===== config.mk =====
export PLATFORM = sky130hd
export DESIGN_NAME = emergency_reason_latch_monitor_top
export DESIGN_NICKNAME = d
export VERILOG_FILES = /design/src/erlm_pkg.sv /design/src/erlm_front.sv /design/src/erlm_queue.sv /design/src/erlm_back.sv /design/src/emergency_reason_latch_monitor_top.sv
export SDC_FILE = /design/constraint.sdc
export NUM_CORES = 1
export LEC_CHECK = 0
export ABC_AREA = 1
export BUFFER_PORTS_ARGS = -buffer_cell sky130_fd_sc_hd__buf_4
export CAP_MARGIN = 20
export CORE_MARGIN = 4
export CORE_UTILIZATION = 60
export CTS_BUF_LIST = sky130_fd_sc_hd__clkbuf_2
export CTS_CLUSTER_SIZE = 28
export DETAILED_ROUTE_END_ITERATION = 8
export GPL_TIMING_DRIVEN = 1
export PLACE_DENSITY = 0.79
export SYNTH_ARGS = -nofsm -noshare
export SYNTH_HDL_FRONTEND = slang
export SYNTH_SLANG_ARGS = --single-unit

===== constraint.sdc =====
create_clock -name clk -period 17.7 [get_ports clk]
set_input_delay 0.885 -clock clk [delete_from_list [all_inputs] [get_ports clk]]
set_output_delay 0.885 -clock clk [all_outputs]
set_load 0.01 [all_outputs]

===== src/erlm_pkg.sv =====
// Shared types and constants for the emergency reason latch monitor.
// Depends on nothing; every other file in src imports it.
package erlm_pkg;

	// Command codes carried on the command field of a request.
	localparam logic [2:0] CMD_TICK    = 3'd0;
	localparam logic [2:0] CMD_MSG     = 3'd1;
	localparam logic [2:0] CMD_INPUT   = 3'd2;
	localparam logic [2:0] CMD_HEALTH  = 3'd3;
	localparam logic [2:0] CMD_REQUIRE = 3'd4;
	localparam logic [2:0] CMD_STOP    = 3'd5;

	// Configuration register indexes.
	localparam logic [2:0] REG_LATCH_MASK    = 3'd0;
	localparam logic [2:0] REG_INPUT_MASK    = 3'd1;
	localparam logic [2:0] REG_TIMEOUT_CLEAR = 3'd2;
	localparam logic [2:0] REG_HB_BIT        = 3'd3;
	localparam logic [2:0] REG_NOT_READY_BIT = 3'd4;
	localparam logic [2:0] REG_HB_TIMEOUT    = 3'd5;
	localparam logic [2:0] REG_LOST_DELAY    = 3'd6;

	// Latch and link event codes.
	localparam logic [1:0] LATCH_NONE  = 2'd0;
	localparam logic [1:0] LATCH_ENTER = 2'd1;
	localparam logic [1:0] LATCH_LEAVE = 2'd2;
	localparam logic [1:0] LINK_NONE   = 2'd0;
	localparam logic [1:0] LINK_CONN   = 2'd1;
	localparam logic [1:0] LINK_LOST   = 2'd2;

	// Reset values of the configuration registers.
	localparam logic [15:0] RST_LATCH_MASK    = 16'd1;
	localparam logic [15:0] RST_INPUT_MASK    = 16'd62;
	localparam logic [15:0] RST_TIMEOUT_CLEAR = 16'd192;
	localparam logic [15:0] RST_HB_BIT        = 16'd64;
	localparam logic [15:0] RST_NOT_READY_BIT = 16'd256;
	localparam logic [31:0] RST_HB_TIMEOUT    = 32'd1000000;
	localparam logic [31:0] RST_LOST_DELAY    = 32'd2000000;
	localparam logic [31:0] RST_LOST_AT       = 32'd3000000;

	localparam logic [31:0] WAKE_NONE  = 32'hFFFF_FFFF;
	localparam logic [31:0] RECHECK_US = 32'd100000;

	// Decoded command class; all zero for unused codes.
	typedef struct packed {
		logic tick;
		logic msg;
		logic inp;
		logic health;
		logic require;
		logic stop;
	} cls_t;

	// One classified request as it sits in the queue.
	typedef struct packed {
		cls_t        cls;
		logic [31:0] now_us;
		logic [15:0] add_bits;
		logic [15:0] clear_bits;
		logic        svc_ready;
	} item_t;

	// Configuration as seen by the back end.
	typedef struct packed {
		logic [15:0] latch_mask;
		logic [15:0] input_mask;
		logic [15:0] timeout_clear;
		logic [15:0] hb_bit;
		logic [15:0] not_ready_bit;
		logic [31:0] hb_timeout_us;
		logic [31:0] lost_at_us;
	} cfg_t;

endpackage


===== src/erlm_front.sv =====
// Front end of the emergency reason latch monitor: request handshake and
// command classification. Depends on erlm_pkg.
module erlm_front
	import erlm_pkg::*;
(
	input  logic        in_valid,
	output logic        in_ready,
	input  logic [2:0]  command,
	input  logic [31:0] now_us,
	input  logic [15:0] add_bits,
	input  logic [15:0] clear_bits,
	input  logic        svc_ready,
	input  logic        q_full,
	output logic        push,
	output item_t       push_item
);

	cls_t cls;

	// Turn the command code into one class flag.
	always_comb begin
		cls = '0;
		unique case (command)
			CMD_TICK:    cls.tick    = 1'b1;
			CMD_MSG:     cls.msg     = 1'b1;
			CMD_INPUT:   cls.inp     = 1'b1;
			CMD_HEALTH:  cls.health  = 1'b1;
			CMD_REQUIRE: cls.require = 1'b1;
			CMD_STOP:    cls.stop    = 1'b1;
			default:     cls = '0;
		endcase
	end

	// A request is taken whenever the queue has room.
	assign in_ready = ~q_full;
	assign push     = in_valid & ~q_full;

	assign push_item.cls        = cls;
	assign push_item.now_us     = now_us;
	assign push_item.add_bits   = add_bits;
	assign push_item.clear_bits = clear_bits;
	assign push_item.svc_ready  = svc_ready;

endmodule


===== src/erlm_queue.sv =====
// Short queue between the front and back ends of the monitor.
// Depends on erlm_pkg for the item type.
module erlm_queue
	import erlm_pkg::*;
#(
	parameter int DEPTH = 2
) (
	input  logic  clk,
	input  logic  arst_n,
	input  logic  push,
	input  item_t push_item,
	input  logic  pop,
	output logic  full,
	output logic  head_valid,
	output item_t head_item
);

	localparam int PW = (DEPTH > 1) ? $clog2(DEPTH) : 1;
	localparam int CW = $clog2(DEPTH + 1);

	item_t         mem_q [DEPTH];
	logic [PW-1:0] wr_ptr_q;
	logic [PW-1:0] rd_ptr_q;
	logic [CW-1:0] count_q;

	function automatic logic [PW-1:0] next_ptr(input logic [PW-1:0] p);
		logic [PW-1:0] r;
		if (p == PW'(DEPTH - 1)) begin
			r = '0;
		end else begin
			r = p + 1'b1;
		end
		return r;
	endfunction

	assign full       = (count_q == CW'(DEPTH));
	assign head_valid = (count_q != '0);
	assign head_item  = mem_q[rd_ptr_q];

	// Storage is written at the tail.
	always_ff @(posedge clk) begin
		if (push) begin
			mem_q[wr_ptr_q] <= push_item;
		end
	end

	// Pointers and fill count.
	always_ff @(posedge clk or negedge arst_n) begin
		if (!arst_n) begin
			wr_ptr_q <= '0;
			rd_ptr_q <= '0;
			count_q  <= '0;
		end else begin
			if (push) begin
				wr_ptr_q <= next_ptr(wr_ptr_q);
			end
			if (pop) begin
				rd_ptr_q <= next_ptr(rd_ptr_q);
			end
			if (push && !pop) begin
				count_q <= count_q + 1'b1;
			end else if (pop && !push) begin
				count_q <= count_q - 1'b1;
			end
		end
	end

endmodule


===== src/erlm_back.sv =====
// Back end of the monitor: holds the reason word and heartbeat state,
// applies one queued request per cycle while the result register is empty or
// being taken by the receiver, and drives that register. Depends on erlm_pkg.
module erlm_back
	import erlm_pkg::*;
(
	input  logic        clk,
	input  logic        arst_n,
	input  cfg_t        cfg,
	input  logic        head_valid,
	input  item_t       head_item,
	output logic        pop,
	output logic        out_valid,
	input  logic        out_ready,
	output logic [15:0] reasons,
	output logic [15:0] changed_bits,
	output logic        status_send,
	output logic [1:0]  latch_event,
	output logic [1:0]  link_event,
	output logic [31:0] wake_after_us
);

	logic [15:0] reason_q;
	logic [31:0] last_hb_q;
	logic        seen_q;
	logic [1:0]  link_q;
	logic        svc_req_q;

	logic        out_valid_q;
	logic [15:0] reasons_q;
	logic [15:0] changed_q;
	logic        send_q;
	logic [1:0]  latch_q;
	logic [1:0]  link_ev_q;
	logic [31:0] wake_q;

	logic [31:0] age;
	logic        timed_out;
	logic        reached_lost;
	logic [31:0] to_wake;
	logic [31:0] lost_wake;
	logic        do_update;
	logic [15:0] add_m;
	logic [15:0] clr_m;
	logic [15:0] new_word;
	logic [15:0] changed;
	logic        send;
	logic        latch_before;
	logic        latch_after;
	logic [1:0]  latch_ev;
	logic [1:0]  link_ev;
	logic [1:0]  link_next;
	logic [31:0] wake;
	item_t       it;

	assign it  = head_item;
	assign pop = head_valid & (~out_valid_q | out_ready);

	// Heartbeat age and the two deadlines it is measured against.
	assign age          = it.now_us - last_hb_q;
	assign timed_out    = (age >= cfg.hb_timeout_us);
	assign reached_lost = (age >= cfg.lost_at_us);
	assign to_wake      = cfg.hb_timeout_us - age;
	assign lost_wake    = cfg.lost_at_us - age;

	// Masks of the clear-then-set step for each command class but require.
	always_comb begin
		do_update = 1'b0;
		add_m     = '0;
		clr_m     = '0;
		priority if (it.cls.tick) begin
			do_update = 1'b1;
			add_m     = timed_out ? cfg.hb_bit : 16'd0;
			clr_m     = cfg.timeout_clear;
		end else if (it.cls.msg) begin
			do_update = 1'b1;
			add_m     = it.add_bits;
			clr_m     = it.clear_bits & ~cfg.not_ready_bit;
		end else if (it.cls.inp) begin
			do_update = 1'b1;
			add_m     = it.add_bits;
			clr_m     = cfg.input_mask;
		end else if (it.cls.health) begin
			do_update = svc_req_q;
			add_m     = it.svc_ready ? 16'd0 : cfg.not_ready_bit;
			clr_m     = cfg.not_ready_bit;
		end else if (it.cls.stop) begin
			do_update = 1'b1;
			add_m     = cfg.hb_bit;
			clr_m     = '0;
		end else begin
			do_update = 1'b0;
		end
	end

	// New reason word; the require command sets the not-ready bit directly.
	always_comb begin
		if (do_update) begin
			new_word = (reason_q & ~clr_m) | add_m;
		end else if (it.cls.require) begin
			new_word = reason_q | cfg.not_ready_bit;
		end else begin
			new_word = reason_q;
		end
	end

	assign changed      = reason_q ^ new_word;
	assign send         = do_update & (changed != '0);
	assign latch_before = (reason_q & cfg.latch_mask) != '0;
	assign latch_after  = (new_word & cfg.latch_mask) != '0;

	always_comb begin
		latch_ev = LATCH_NONE;
		if (send && latch_after && !latch_before) begin
			latch_ev = LATCH_ENTER;
		end else if (send && !latch_after && latch_before) begin
			latch_ev = LATCH_LEAVE;
		end
	end

	// Link announcements and wake time.
	always_comb begin
		link_ev   = LINK_NONE;
		link_next = link_q;
		wake      = WAKE_NONE;
		if (it.cls.tick) begin
			if (!timed_out) begin
				wake = to_wake;
			end
			if (seen_q) begin
				if (!timed_out) begin
					if (((changed & cfg.hb_bit) != '0) && (link_q != LINK_CONN)) begin
						link_ev   = LINK_CONN;
						link_next = LINK_CONN;
					end
				end else if (link_q != LINK_LOST) begin
					if (reached_lost) begin
						link_ev   = LINK_LOST;
						link_next = LINK_LOST;
					end else if (lost_wake < wake) begin
						wake = lost_wake;
					end
				end
			end
		end else if (it.cls.health && svc_req_q) begin
			wake = it.svc_ready ? WAKE_NONE : RECHECK_US;
		end
	end

	// Monitor state.
	always_ff @(posedge clk or negedge arst_n) begin
		if (!arst_n) begin
			reason_q  <= RST_HB_BIT;
			last_hb_q <= '0;
			seen_q    <= 1'b0;
			link_q    <= LINK_NONE;
			svc_req_q <= 1'b0;
		end else if (pop) begin
			reason_q <= new_word;
			link_q   <= link_next;
			if (it.cls.msg) begin
				last_hb_q <= it.now_us;
				seen_q    <= 1'b1;
			end
			if (it.cls.require) begin
				svc_req_q <= 1'b1;
			end
		end
	end

	// Result register valid flag.
	always_ff @(posedge clk or negedge arst_n) begin
		if (!arst_n) begin
			out_valid_q <= 1'b0;
		end else if (pop) begin
			out_valid_q <= 1'b1;
		end else if (out_ready) begin
			out_valid_q <= 1'b0;
		end
	end

	// Result register payload.
	always_ff @(posedge clk) begin
		if (pop) begin
			reasons_q <= new_word;
			changed_q <= changed;
			send_q    <= send;
			latch_q   <= latch_ev;
			link_ev_q <= link_ev;
			wake_q    <= wake;
		end
	end

	assign out_valid     = out_valid_q;
	assign reasons       = reasons_q;
	assign changed_bits  = changed_q;
	assign status_send   = send_q;
	assign latch_event   = latch_q;
	assign link_event    = link_ev_q;
	assign wake_after_us = wake_q;

endmodule


===== src/emergency_reason_latch_monitor_top.sv =====
// Top level of the emergency reason latch monitor: configuration registers
// and the front end, queue and back end. Depends on erlm_pkg and the erlm_* modules.
//
// Usage: each request on the input channel (in_valid/in_ready) carries one
// event: tick, heartbeat message, input reasons, service health, require
// service or stop. Every request yields exactly one result on the output
// channel (out_valid/out_ready) with the reason word, the changed bits, the
// status-send flag, latch and link events and the wake time.
// When the queue is empty, an accepted request is first written into the queue
// and the back end then loads the result register from its head. The back end
// applies one event per cycle to the reason word, so one request per cycle
// goes through while the receiver takes each result.
// When the receiver stalls, the result register holds and the queue of
// QUEUE_DEPTH entries keeps taking requests until it is full; then in_ready
// drops. The user writes configuration through cfg_wr_en/cfg_index/cfg_data
// only while no request is in flight; the block itself does not enforce it.
// Reset restores every configuration register and sets the reason word to
// the heartbeat timeout bit; no clearing pass.
module emergency_reason_latch_monitor_top
	import erlm_pkg::*;
#(
	parameter int QUEUE_DEPTH = 2
) (
	input  logic        clk,
	input  logic        arst_n,
	input  logic        cfg_wr_en,
	input  logic [2:0]  cfg_index,
	input  logic [31:0] cfg_data,
	input  logic        in_valid,
	output logic        in_ready,
	input  logic [2:0]  command,
	input  logic [31:0] now_us,
	input  logic [15:0] add_bits,
	input  logic [15:0] clear_bits,
	input  logic        svc_ready,
	output logic        out_valid,
	input  logic        out_ready,
	output logic [15:0] reasons,
	output logic [15:0] changed_bits,
	output logic        status_send,
	output logic [1:0]  latch_event,
	output logic [1:0]  link_event,
	output logic [31:0] wake_after_us
);

	cfg_t        cfg_q;
	logic [31:0] lost_delay_q;
	logic [32:0] lost_sum;
	logic [31:0] lost_at;

	logic        q_full;
	logic        push;
	item_t       push_item;
	logic        pop;
	logic        head_valid;
	item_t       head_item;

	// Timeout plus lost delay, saturating, formed with the value being written.
	always_comb begin
		if (cfg_index == REG_HB_TIMEOUT) begin
			lost_sum = {1'b0, cfg_data} + {1'b0, lost_delay_q};
		end else begin
			lost_sum = {1'b0, cfg_q.hb_timeout_us} + {1'b0, cfg_data};
		end
		lost_at = lost_sum[32] ? WAKE_NONE : lost_sum[31:0];
	end

	// Configuration registers.
	always_ff @(posedge clk or negedge arst_n) begin
		if (!arst_n) begin
			cfg_q.latch_mask    <= RST_LATCH_MASK;
			cfg_q.input_mask    <= RST_INPUT_MASK;
			cfg_q.timeout_clear <= RST_TIMEOUT_CLEAR;
			cfg_q.hb_bit        <= RST_HB_BIT;
			cfg_q.not_ready_bit <= RST_NOT_READY_BIT;
			cfg_q.hb_timeout_us <= RST_HB_TIMEOUT;
			cfg_q.lost_at_us    <= RST_LOST_AT;
			lost_delay_q        <= RST_LOST_DELAY;
		end else if (cfg_wr_en) begin
			unique case (cfg_index)
				REG_LATCH_MASK:    cfg_q.latch_mask    <= cfg_data[15:0];
				REG_INPUT_MASK:    cfg_q.input_mask    <= cfg_data[15:0];
				REG_TIMEOUT_CLEAR: cfg_q.timeout_clear <= cfg_data[15:0];
				REG_HB_BIT:        cfg_q.hb_bit        <= cfg_data[15:0];
				REG_NOT_READY_BIT: cfg_q.not_ready_bit <= cfg_data[15:0];
				REG_HB_TIMEOUT: begin
					cfg_q.hb_timeout_us <= cfg_data;
					cfg_q.lost_at_us    <= lost_at;
				end
				REG_LOST_DELAY: begin
					lost_delay_q     <= cfg_data;
					cfg_q.lost_at_us <= lost_at;
				end
				default: ;
			endcase
		end
	end

	erlm_front u_front (
		.in_valid   (in_valid),
		.in_ready   (in_ready),
		.command    (command),
		.now_us     (now_us),
		.add_bits   (add_bits),
		.clear_bits (clear_bits),
		.svc_ready  (svc_ready),
		.q_full     (q_full),
		.push       (push),
		.push_item  (push_item)
	);

	erlm_queue #(
		.DEPTH (QUEUE_DEPTH)
	) u_queue (
		.clk        (clk),
		.arst_n     (arst_n),
		.push       (push),
		.push_item  (push_item),
		.pop        (pop),
		.full       (q_full),
		.head_valid (head_valid),
		.head_item  (head_item)
	);

	erlm_back u_back (
		.clk           (clk),
		.arst_n        (arst_n),
		.cfg           (cfg_q),
		.head_valid    (head_valid),
		.head_item     (head_item),
		.pop           (pop),
		.out_valid     (out_valid),
		.out_ready     (out_ready),
		.reasons       (reasons),
		.changed_bits  (changed_bits),
		.status_send   (status_send),
		.latch_event   (latch_event),
		.link_event    (link_event),
		.wake_after_us (wake_after_us)
	);

endmodule

==> results of run 1 <==
==> cell type report <==
| type | instances | area [sq um] |
|---|---|---|
| sequential | 444 | 12200 |
| clock inverter | 50 | 277 |
| clock buffer | 154 | 771 |
| tap | 577 | 722 |
| antenna | 3 | 7.51 |
| timing repair buffer | 287 | 2460 |
| multi-input combinational | 2163 | 12000 |
| inverter | 335 | 1260 |
| fill | 3266 | 12600 |
==> layer usage <==
layer  vias up  part of all wire  global-route usage
met2      1201              0.41               0.445
met5         -                 0                   0
met3       132              0.12              0.0924
li1      10900                 -                   -
met1     10700              0.44               0.481
met4         0             0.026               0.102
==> sequential cells by signal, indices dropped and copies added (netlist names) <==
| signal | flops |
|---|---|
| u_back.reasons | 16 |
| u_back.svc_req_q | 1 |
| u_back.link_event | 2 |
| cfg_q | 144 |
| u_back.reason_q | 16 |
| lost_delay_q | 32 |
| u_back.seen_q | 1 |
| u_back.changed_bits | 16 |
| u_back.latch_event | 2 |
| u_queue.wr_ptr_q | 1 |
| u_back.last_hb_q | 32 |
| u_queue.mem_q | 142 |
| u_queue.count_q | 2 |
| u_queue.rd_ptr_q | 1 |
| u_back.status_send | 1 |
| u_back.out_valid | 1 |
| u_back.link_q | 2 |
| u_back.wake_after_us | 32 |
==> critical path, delay by kind of cell, from the launching register on <==
kind	cells	cell delay, ns
AND/OR/NAND/NOR	26	4.15
adder cells (fa/ha/maj)	4	1.35
buffers and inverters	5	1.33
AO/OA/AOI/OAI	3	0.47
XOR/XNOR	1	0.39
flip-flops	1	0.38
multiplexers	1	0.24
==> worst max path at each step <==
stage / startpoint / endpoint / slack, ns / cells after the start
after floorplan: u_queue.rd_ptr_q / u_back.wake_after_us[0] / 10.62 / 55
after global placement: u_queue.rd_ptr_q / u_back.wake_after_us[11] / 9.35 / 40
after detailed placement: u_queue.rd_ptr_q / u_back.wake_after_us[1] / 8.97 / 40
after CTS: u_queue.rd_ptr_q / u_back.wake_after_us[1] / 8.95 / 40
after global routing: u_queue.rd_ptr_q / u_back.wake_after_us[14] / 8.36 / 40
final: u_queue.rd_ptr_q / u_back.wake_after_us[27] / 9.16 / 40
==> kinds of logic after synthesis <==
family,Yosys count,synth area share
simple gates,1210,0.195
compound gates,686,0.151
flops,444,0.472
buf+inv,441,0.0666
fa+ha+maj,161,0.0791
xor+xnor,103,0.0349
mux,3,0.00126
==> metrics by stage <==
stage / cell area [sq um] / utilization / std cells / worst slack, ns
finish: 29700 / 0.701 / 4013 / 9.16
global route: 29700 / 0.701 / 4013 / 8.36
global placement: 27600 / 0.653 / 3712 / 9.35
floorplan: 25900 / - / 3048 / 10.62
detailed placement: 27600 / 0.653 / 3712 / 8.97
CTS: 29600 / 0.698 / 4004 / 8.95
==> synthesized netlist by cell type (3+ instances only) <==
master / count
a211oi_1: 22
nand2_4: 4
xor2_1: 60
dfrtp_1: 198
o211ai_1: 39
a31oi_1: 45
o21bai_1: 11
a21oi_2: 3
a311oi_1: 17
o21ai_0: 290
nand3_1: 109
nand2_1: 766
a21oi_1: 186
o21ai_2: 8
inv_2: 5
a221oi_1: 4
ha_1: 157
nor2_4: 3
buf_6: 3
nand3_2: 13
or2_1: 4
o21ai_1: 17
dfstp_2: 35
clkbuf_1: 76
buf_2: 15
nor2_1: 221
fa_1: 4
buf_1: 9
or2_2: 13
a21boi_1: 13
o22ai_1: 11
nor3_1: 20
nand2_2: 29
nor2_2: 3
xnor2_1: 43
o21a_1: 5
inv_1: 327
edfxtp_1: 211
nand4_1: 16
a21boi_0: 3
==> results.cfg, run 1 <==
[final_layout]
final_common_cell = nand2_1
drive_gt1_frac = 0.147
layout_common_cells = 765 x nand2_1, 327 x inv_1, 290 x o21ai_0
fin_nets = 3609
area_delta_synth_final_pct = 14.8

[placement]
io_buffers = 178
post-dp-hpwl_um = 54200
gp_congestion = 0.999

[worst_setup_path]
r2r-start = u_queue.rd_ptr_q
cp_data_required_time_ns = 18.66
rr_endpoint = u_back.wake_after_us[27]
max_stage_delay_ns = 0.65
slowest_stage = nand2_1
path_max_fanout = 72
cp-start-kind = register
worst-setup-path-type = register to register
rr_worst_depth = 40
cp_common_cell = nand2_1
regToRegSetupSlack_ns = 9.16
cp-end-kind = register
cp.arrival_ns = 9.50

[grt]
grt_max_degree = 107
grt_first_pass_wirelength_um = 117000
grt_usage = 0.319
first_global_vias = 21600
gr-total-overflow = 0
antenna_found_initial = 3

[clock_tree]
path_clk_slew_ns = 0.11
htree_levels = 3
cts_tree = built
cts_root_buffer = clkbuf_2
cts_buffers = 109
post-cts-setup-buffers = 0
cts_hold_buf = 88
ctsLongestPathBuffers = 3
cts.repair.resized = 0
cts.sinks = 444
clkLatencyLatePin_ns = 1.14

[yosys]
synth_area_leaders = edfxtp_1 25%, dfrtp_1 19%, nand2_1 11%, ha_1 7.6%, o21ai_0 5.6%
syn_nets = 3317
synthesis.area_sq_mm = 0.0259
synth.avg_cell_area_sq_um = 8.48
synthFlopType = edfxtp_1
yosysWarnings = 0
ys_seq_area_frac = 0.472
ys_ff_latch = 444
yosys.area.top_type_share = 0.245
async_flop_share = 0.525
synth_cell_types = 64
synth_edf_count = 211
netlist.top_cell.by_area = edfxtp_1
synthCells = 3048

[floorplanning]
initial_utilization = 0.611
die_w_um = 216
dieArea_sq_mm = 0.0465
fp.dieH_um = 216
rows = 75
ios = 179
core_area_sq_mm = 0.0423

[timing]
finalCritPeriodShare = 0.483
finalClockSkew_ns = 0.0941
finalSetupViolCount = 0
hold_viol_final = 0
fmax_mhz = 117
worst_slew_pin_slew_ns = 1.02
min_period_ns = 8.54
rsz0062_at_grt = false
slew_headroom = 0.319
setup_tns_ns = 0
slew_viol_final = 0
hold_ws_ns = 0.231

[hold_path]
whs_endpoint = cfg_q[106]
hp-start = cfg_data[10]
hold_path_class = primary input to register
hold_depth = 3

[status]
status = complete, no violations

[drt]
vias = 22900
drcViolationCount = 0
drt-total-wl_um = 75500
viasPerCell = 5.71
ant_nets = 0
dr.pass1.iters = 7
drt_iter0_drc = 2519
wl_per_cell_um = 18.8

[job]
max_cap_viol_count = 0
Power of run 1 is left out: the tool's default activity adds up to more than one toggle a clock period on the data nets, which glitch-free logic cannot reach.
==> run 2, diff against run 1 <==
--- a/config.mk
+++ b/config.mk
@@ -5,11 +5,11 @@
 export SDC_FILE = /design/constraint.sdc
 export NUM_CORES = 1
 export LEC_CHECK = 0
-export ABC_AREA = 1
+export ABC_AREA = 0
 export BUFFER_PORTS_ARGS = -buffer_cell sky130_fd_sc_hd__buf_4
 export CAP_MARGIN = 20
 export CORE_MARGIN = 4
-export CORE_UTILIZATION = 60
+export CORE_UTILIZATION = 57
 export CTS_BUF_LIST = sky130_fd_sc_hd__clkbuf_2
 export CTS_CLUSTER_SIZE = 28
 export DETAILED_ROUTE_END_ITERATION = 8
==> constraint.sdc (replaced) <==
create_clock -name clk -period 7.8 [get_ports clk]
set_input_delay 0.39 -clock clk [delete_from_list [all_inputs] [get_ports clk]]
set_output_delay 0.39 -clock clk [all_outputs]
set_load 0.01 [all_outputs]
==> results.cfg, run 2 <==
[job]
max_cap_viol_count = 0

[yosys]
synth.most_common_cell = mux2_2
synthesis.area_sq_mm = 0.0262
synthFlopType = edfxtp_1
syn_nets = 2712
synthCells = 2443
synthTopCellsByCount = 229 x mux2_2, 211 x edfxtp_1, 198 x dfrtp_1, 180 x nand2_1, 170 x o21ai_0
ys_ff_latch = 444
yosys.area.top_type_share = 0.241
yosysWarnings = 0
synth_edf_count = 211
netlist.top_cell.by_area = edfxtp_1
synth.avg_cell_area_sq_um = 10.7
async_flop_share = 0.525
synth_area_leaders = edfxtp_1 24%, dfrtp_1 19%, mux2_2 9.8%, ha_1 7.5%, dfstp_2 3.5%
ys_seq_area_frac = 0.465
synth_cell_types = 87

[worst_setup_path]
cp-startpoint = u_queue.rd_ptr_q
cp-end-kind = register
cp_data_required_time_ns = 8.62
r2r-start = u_queue.rd_ptr_q
path_max_fanout = 19
cp_common_cell = a21oi_1
cp.arrival_ns = 8.57
cp-start-kind = register
slowest_stage = dfrtp_4
worst-setup-path-type = register to register
rr_worst_depth = 34
max_stage_delay_ns = 0.53

[drt]
vias = 22500
ant_nets = 0
dr.pass1.iters = 6
viasPerCell = 6.29
drcViolationCount = 0
wl_met3_um = 9450
drt-total-wl_um = 85600
drt_iter0_drc = 2582
met2WireLength_um = 36900
wl_met1_um = 37300
wl_per_cell_um = 23.9
top_layer = met5

[clock_tree]
htree_levels = 3
cts_root_buffer = clkbuf_2
clkLatencyLatePin_ns = 1.19
cts_buffers = 107
cts.sinks = 444
path_clk_slew_ns = 0.13
ctsLongestPathBuffers = 3
cts_tree = built

[hold_path]
hold_depth = 3
hold_path_class = primary input to register
hp-start = cfg_data[17]

[final_layout]
largestRegisters = cfg_q x144, u_queue.mem_q x142
layout_common_cells = 227 x mux2_2, 226 x buf_4, 211 x edfxtp_1
final_common_cell = mux2_2
largest-register = cfg_q
nFillCells = 3173
multi_input_area_sq_mm = 0.0139
area_delta_synth_final_pct = 22.8
drive_gt1_frac = 0.268
largest_register_ffs = 144
regArea_sq_mm = 0.0122
fin_nets = 3156

[grt]
grt_first_pass_wirelength_um = 126000
gr-total-overflow = 0
antenna_found_initial = 8
grt_usage = 0.323
first_global_vias = 21400
grt_max_degree = 131

[floorplanning]
core_area_sq_mm = 0.0455
dieArea_sq_mm = 0.0495
ios = 179
rows = 78
fp.dieH_um = 223
initial_utilization = 0.577
die_w_um = 223

[timing]
hold_viol_final = 0
fmax_mhz = 129
min_period_ns = 7.76
setup_tns_ns = 0
finalClockSkew_ns = 0.116
finalCritPeriodShare = 0.994
finalSetupViolCount = 0
slew_viol_final = 0
worst_slew_pin_slew_ns = 1.06
slew_headroom = 0.294

[placement]
post-dp-hpwl_um = 56500
io_buffers = 178
gp_congestion = 0.954

[status]
status = complete, no violations
## run 2: metrics by stage
| step | instance area, sq um | instances | hold slack [ns] | setup WS (ns) | util |
|---|---|---|---|---|---|
| 2_1_floorplan | 26400 | 2443 | 0.0944 | 0.000379 | - |
| 3_3_place_gp | 28400 | 3157 | 0.450 | -0.0517 | 0.624 |
| 3_5_place_dp | 28400 | 3158 | 0.456 | -0.103 | 0.624 |
| 4_1_cts | 31400 | 3554 | 0.00368 | 0.0391 | 0.690 |
| 5_1_grt | 32200 | 3586 | 0.0750 | -0.240 | 0.708 |
| 6_report | 32200 | 3586 | 0.105 | 0.0448 | 0.708 |
## run 2: logic make-up (layout without fill, tap and decap cells)
kind of cell / after synthesis / after routing / share of synthesized area
AO/OA/AOI/OAI: 667 / 667 / 0.167
XOR/XNOR: 114 / 114 / 0.0381
adder cells (fa/ha/maj): 165 / 165 / 0.0795
buffers and inverters: 199 / 737 / 0.0297
flip-flops: 444 / 444 / 0.465
multiplexers: 265 / 265 / 0.112
other: 0 / 5 / 0
AND/OR/NAND/NOR: 589 / 589 / 0.109
## run 2: worst paths after layout
| check | endpoint | slack (ns) |
|---|---|---|
| max reg2reg | u_back.wake_after_us[21] | 0.04 |
| min reg2reg | u_back.svc_req_q | 0.48 |
| max | u_back.wake_after_us[21] | 0.04 |
| min | lost_delay_q[17] | 0.10 |
| max in group asynchronous | lost_delay_q[26] | 6.52 |
| min in group asynchronous | cfg_q[117] | 0.43 |
## run 2: final cells by class
class / instances / area share
Multi-Input combinational cell: 1800 / 0.432
Sequential cell: 444 / 0.379
Timing Repair Buffer: 432 / 0.121
Clock buffer: 160 / 0.0249
Tap cell: 600 / 0.0233
Inverter: 102 / 0.0119
Clock inverter: 43 / 0.00754
Antenna cell: 5 / 0.000388
## run 2: worst max-delay path: cells and delay by family, from the launching register on
family / cells / cell delay (ns)
AO/OA/AOI/OAI: 16 / 3.41
AND/OR/NAND/NOR: 8 / 1.07
adder cells (fa/ha/maj): 3 / 0.89
buffers and inverters: 5 / 0.85
flip-flops: 1 / 0.53
multiplexers: 1 / 0.33
XOR/XNOR: 1 / 0.32
## run 2: what timing repair did
action	CTS	global route
cloned	0	3
endpoints found under the setup margin	32	34
hold buffers	192	0
hold endpoints to repair	515	0
setup buffers	1	23
gates resized for setup	1	119
pin swaps	1	36
## run 2: routing by layer
| layer | global-route usage | vias to the layer above |
|---|---|---|
| met5 | 0 | - |
| met4 | 0.0871 | 2 |
| met3 | 0.0830 | 155 |
| met2 | 0.466 | 1385 |
| met1 | 0.487 | 10900 |
| li1 | - | 10100 |
Power of run 2 is left out for the same reason.
==> run 3, diff against run 2 <==
==> constraint.sdc (replaced) <==
create_clock -name clk -period 7.8 [get_ports clk]
set_input_delay 0.78 -clock clk [delete_from_list [all_inputs] [get_ports clk]]
set_output_delay 0.78 -clock clk [all_outputs]
set_load 0.01 [all_outputs]
==> results.cfg, run 3 (synthesis results as in run 2) <==
[final_layout]
drive_gt1_frac = 0.276
final_common_cell = buf_4
fin_nets = 3077
largest_register_ffs = 144
largestRegisters = cfg_q x144, u_queue.mem_q x142
area_delta_synth_final_pct = 19.4
stdcell_area_sq_mm = 0.0313
nFillCells = 3393
largest-register = cfg_q
layout_common_cells = 231 x buf_4, 227 x mux2_2, 211 x edfxtp_1
final_cells = 3507

[worst_setup_path]
worst-setup-path-type = register to register
cp_data_required_time_ns = 8.62
cp.arrival_ns = 8.55
cp-start-kind = register
max_stage_delay_ns = 0.56
cp-end-kind = register
cp_top_family = compound AO/OA/AOI/OAI gates
path_buf_inv = 4
slowest_stage = dfrtp_4
path_max_fanout = 8

[drt]
ant_nets = 0
drcViolationCount = 0
viasPerCell = 6.19
drt_iter0_drc = 2394
vias = 21700
drt-total-wl_um = 80300
wl_per_cell_um = 22.9
dr.pass1.iters = 7

[timing]
worst_slew_pin_slew_ns = 1.09
finalSetupViolCount = 0
finalClockSkew_ns = 0.100
hold_viol_final = 0
min_period_ns = 7.73
finalCritPeriodShare = 0.991
fmax_mhz = 129
slew_headroom = 0.277
slew_viol_final = 0

[status]
status = complete, no violations

[placement]
gp_congestion = 0.947
post-dp-hpwl_um = 56800
io_buffers = 178
postPlaceCellArea_sq_mm = 0.0284
placedCellCount = 3158

[clock_tree]
cts_buffers = 110
cts.sinks = 444
cts_tree = built
cts_root_buffer = clkbuf_2
path_clk_slew_ns = 0.14
htree_levels = 3
ctsLongestPathBuffers = 3
clkLatencyLatePin_ns = 1.15

[floorplanning]
dieArea_sq_mm = 0.0495
initial_utilization = 0.577
rows = 78
fp.dieH_um = 223
ios = 179
core_area_sq_mm = 0.0455
die_w_um = 223

[grt]
grt_usage = 0.309
antenna_found_initial = 6
grt_first_pass_wirelength_um = 120000
first_global_vias = 20800
grt_max_degree = 131
gr-total-overflow = 0

[hold_path]
hold_path_class = primary input to register

[job]
max_cap_viol_count = 0
-- run 3: cell count changes in the layout (fill, tap and decap cells not counted), sizes merged --
cell,previous run,this run
dlygate4sd3,191,104
diode,5,4
inv,104,103
clkinvlp,1,4
clkbuf,163,168
buf,238,241
clkinv,38,37
-- run 3: what timing repair did --
action | CTS | global route
endpoints found under the hold margin | 364 | 0
buffers inserted | 1 | 27
gates resized for setup | 2 | 120
cloned | 0 | 5
pin swaps | 1 | 46
endpoints found under the setup margin | 32 | 33
hold buffers | 104 | 0
-- run 3: cell type report --
class | count | area [sq um] | share of cell area
flip-flops and latches | 444 | 12200 | 0.390
clock inverters | 44 | 251 | 0.00803
inverters | 102 | 384 | 0.0123
multi-input cells | 1800 | 13900 | 0.442
clock buffers | 163 | 816 | 0.0260
well taps | 600 | 751 | 0.0240
diodes | 4 | 10.0 | 0.000319
repair buffers | 350 | 3060 | 0.0975
-- run 3: per-stage QoR --
stage / TNS, ns / util / setup slack, ns / hold slack (ns)
after floorplan: 0 / - / 0.000379 / 0.420
after global placement: -0.464 / 0.624 / -0.0552 / 0.450
after detailed placement: -3.01 / 0.624 / -0.159 / 0.457
after CTS: 0 / 0.670 / 0.0365 / 0.102
after global routing: -6.65 / 0.689 / -0.236 / 0.124
final: 0 / 0.689 / 0.0666 / 0.202
-- run 3: worst min-delay path, delay by kind of cell --
family / cells / cell delay [ns]
buffers and inverters: 1 / 0.15
multiplexers: 1 / 0.25
AND/OR/NAND/NOR: 1 / 0.14
-- run 3: worst paths after layout --
check	endpoint	slack, ns	start	cells past startpoint
hold / removal	cfg_q[97]	0.20	cfg_index[2]	3
min in group asynchronous	u_back.last_hb_q[31]	0.27	arst_n	2
setup / recovery	u_back.wake_after_us[21]	0.07	u_queue.rd_ptr_q	38
hold reg to reg	u_back.svc_req_q	0.48	u_back.svc_req_q	1
setup reg to reg	u_back.wake_after_us[21]	0.07	u_queue.rd_ptr_q	38
max in group asynchronous	cfg_q[60]	6.27	arst_n	3
-- run 3: per-layer routing --
layer | wire length (um) | track usage | vias up | share of wire
li1 | - | - | 9925 | -
met1 | 36100 | 0.471 | 10600 | 0.45
met2 | 34100 | 0.435 | 1040 | 0.42
met3 | 8280 | 0.0814 | 132 | 0.10
met4 | 1660 | 0.0861 | 8 | 0.021
met5 | 102 | 0.00978 | - | 0.0013
Power of run 3 is left out for the same reason.
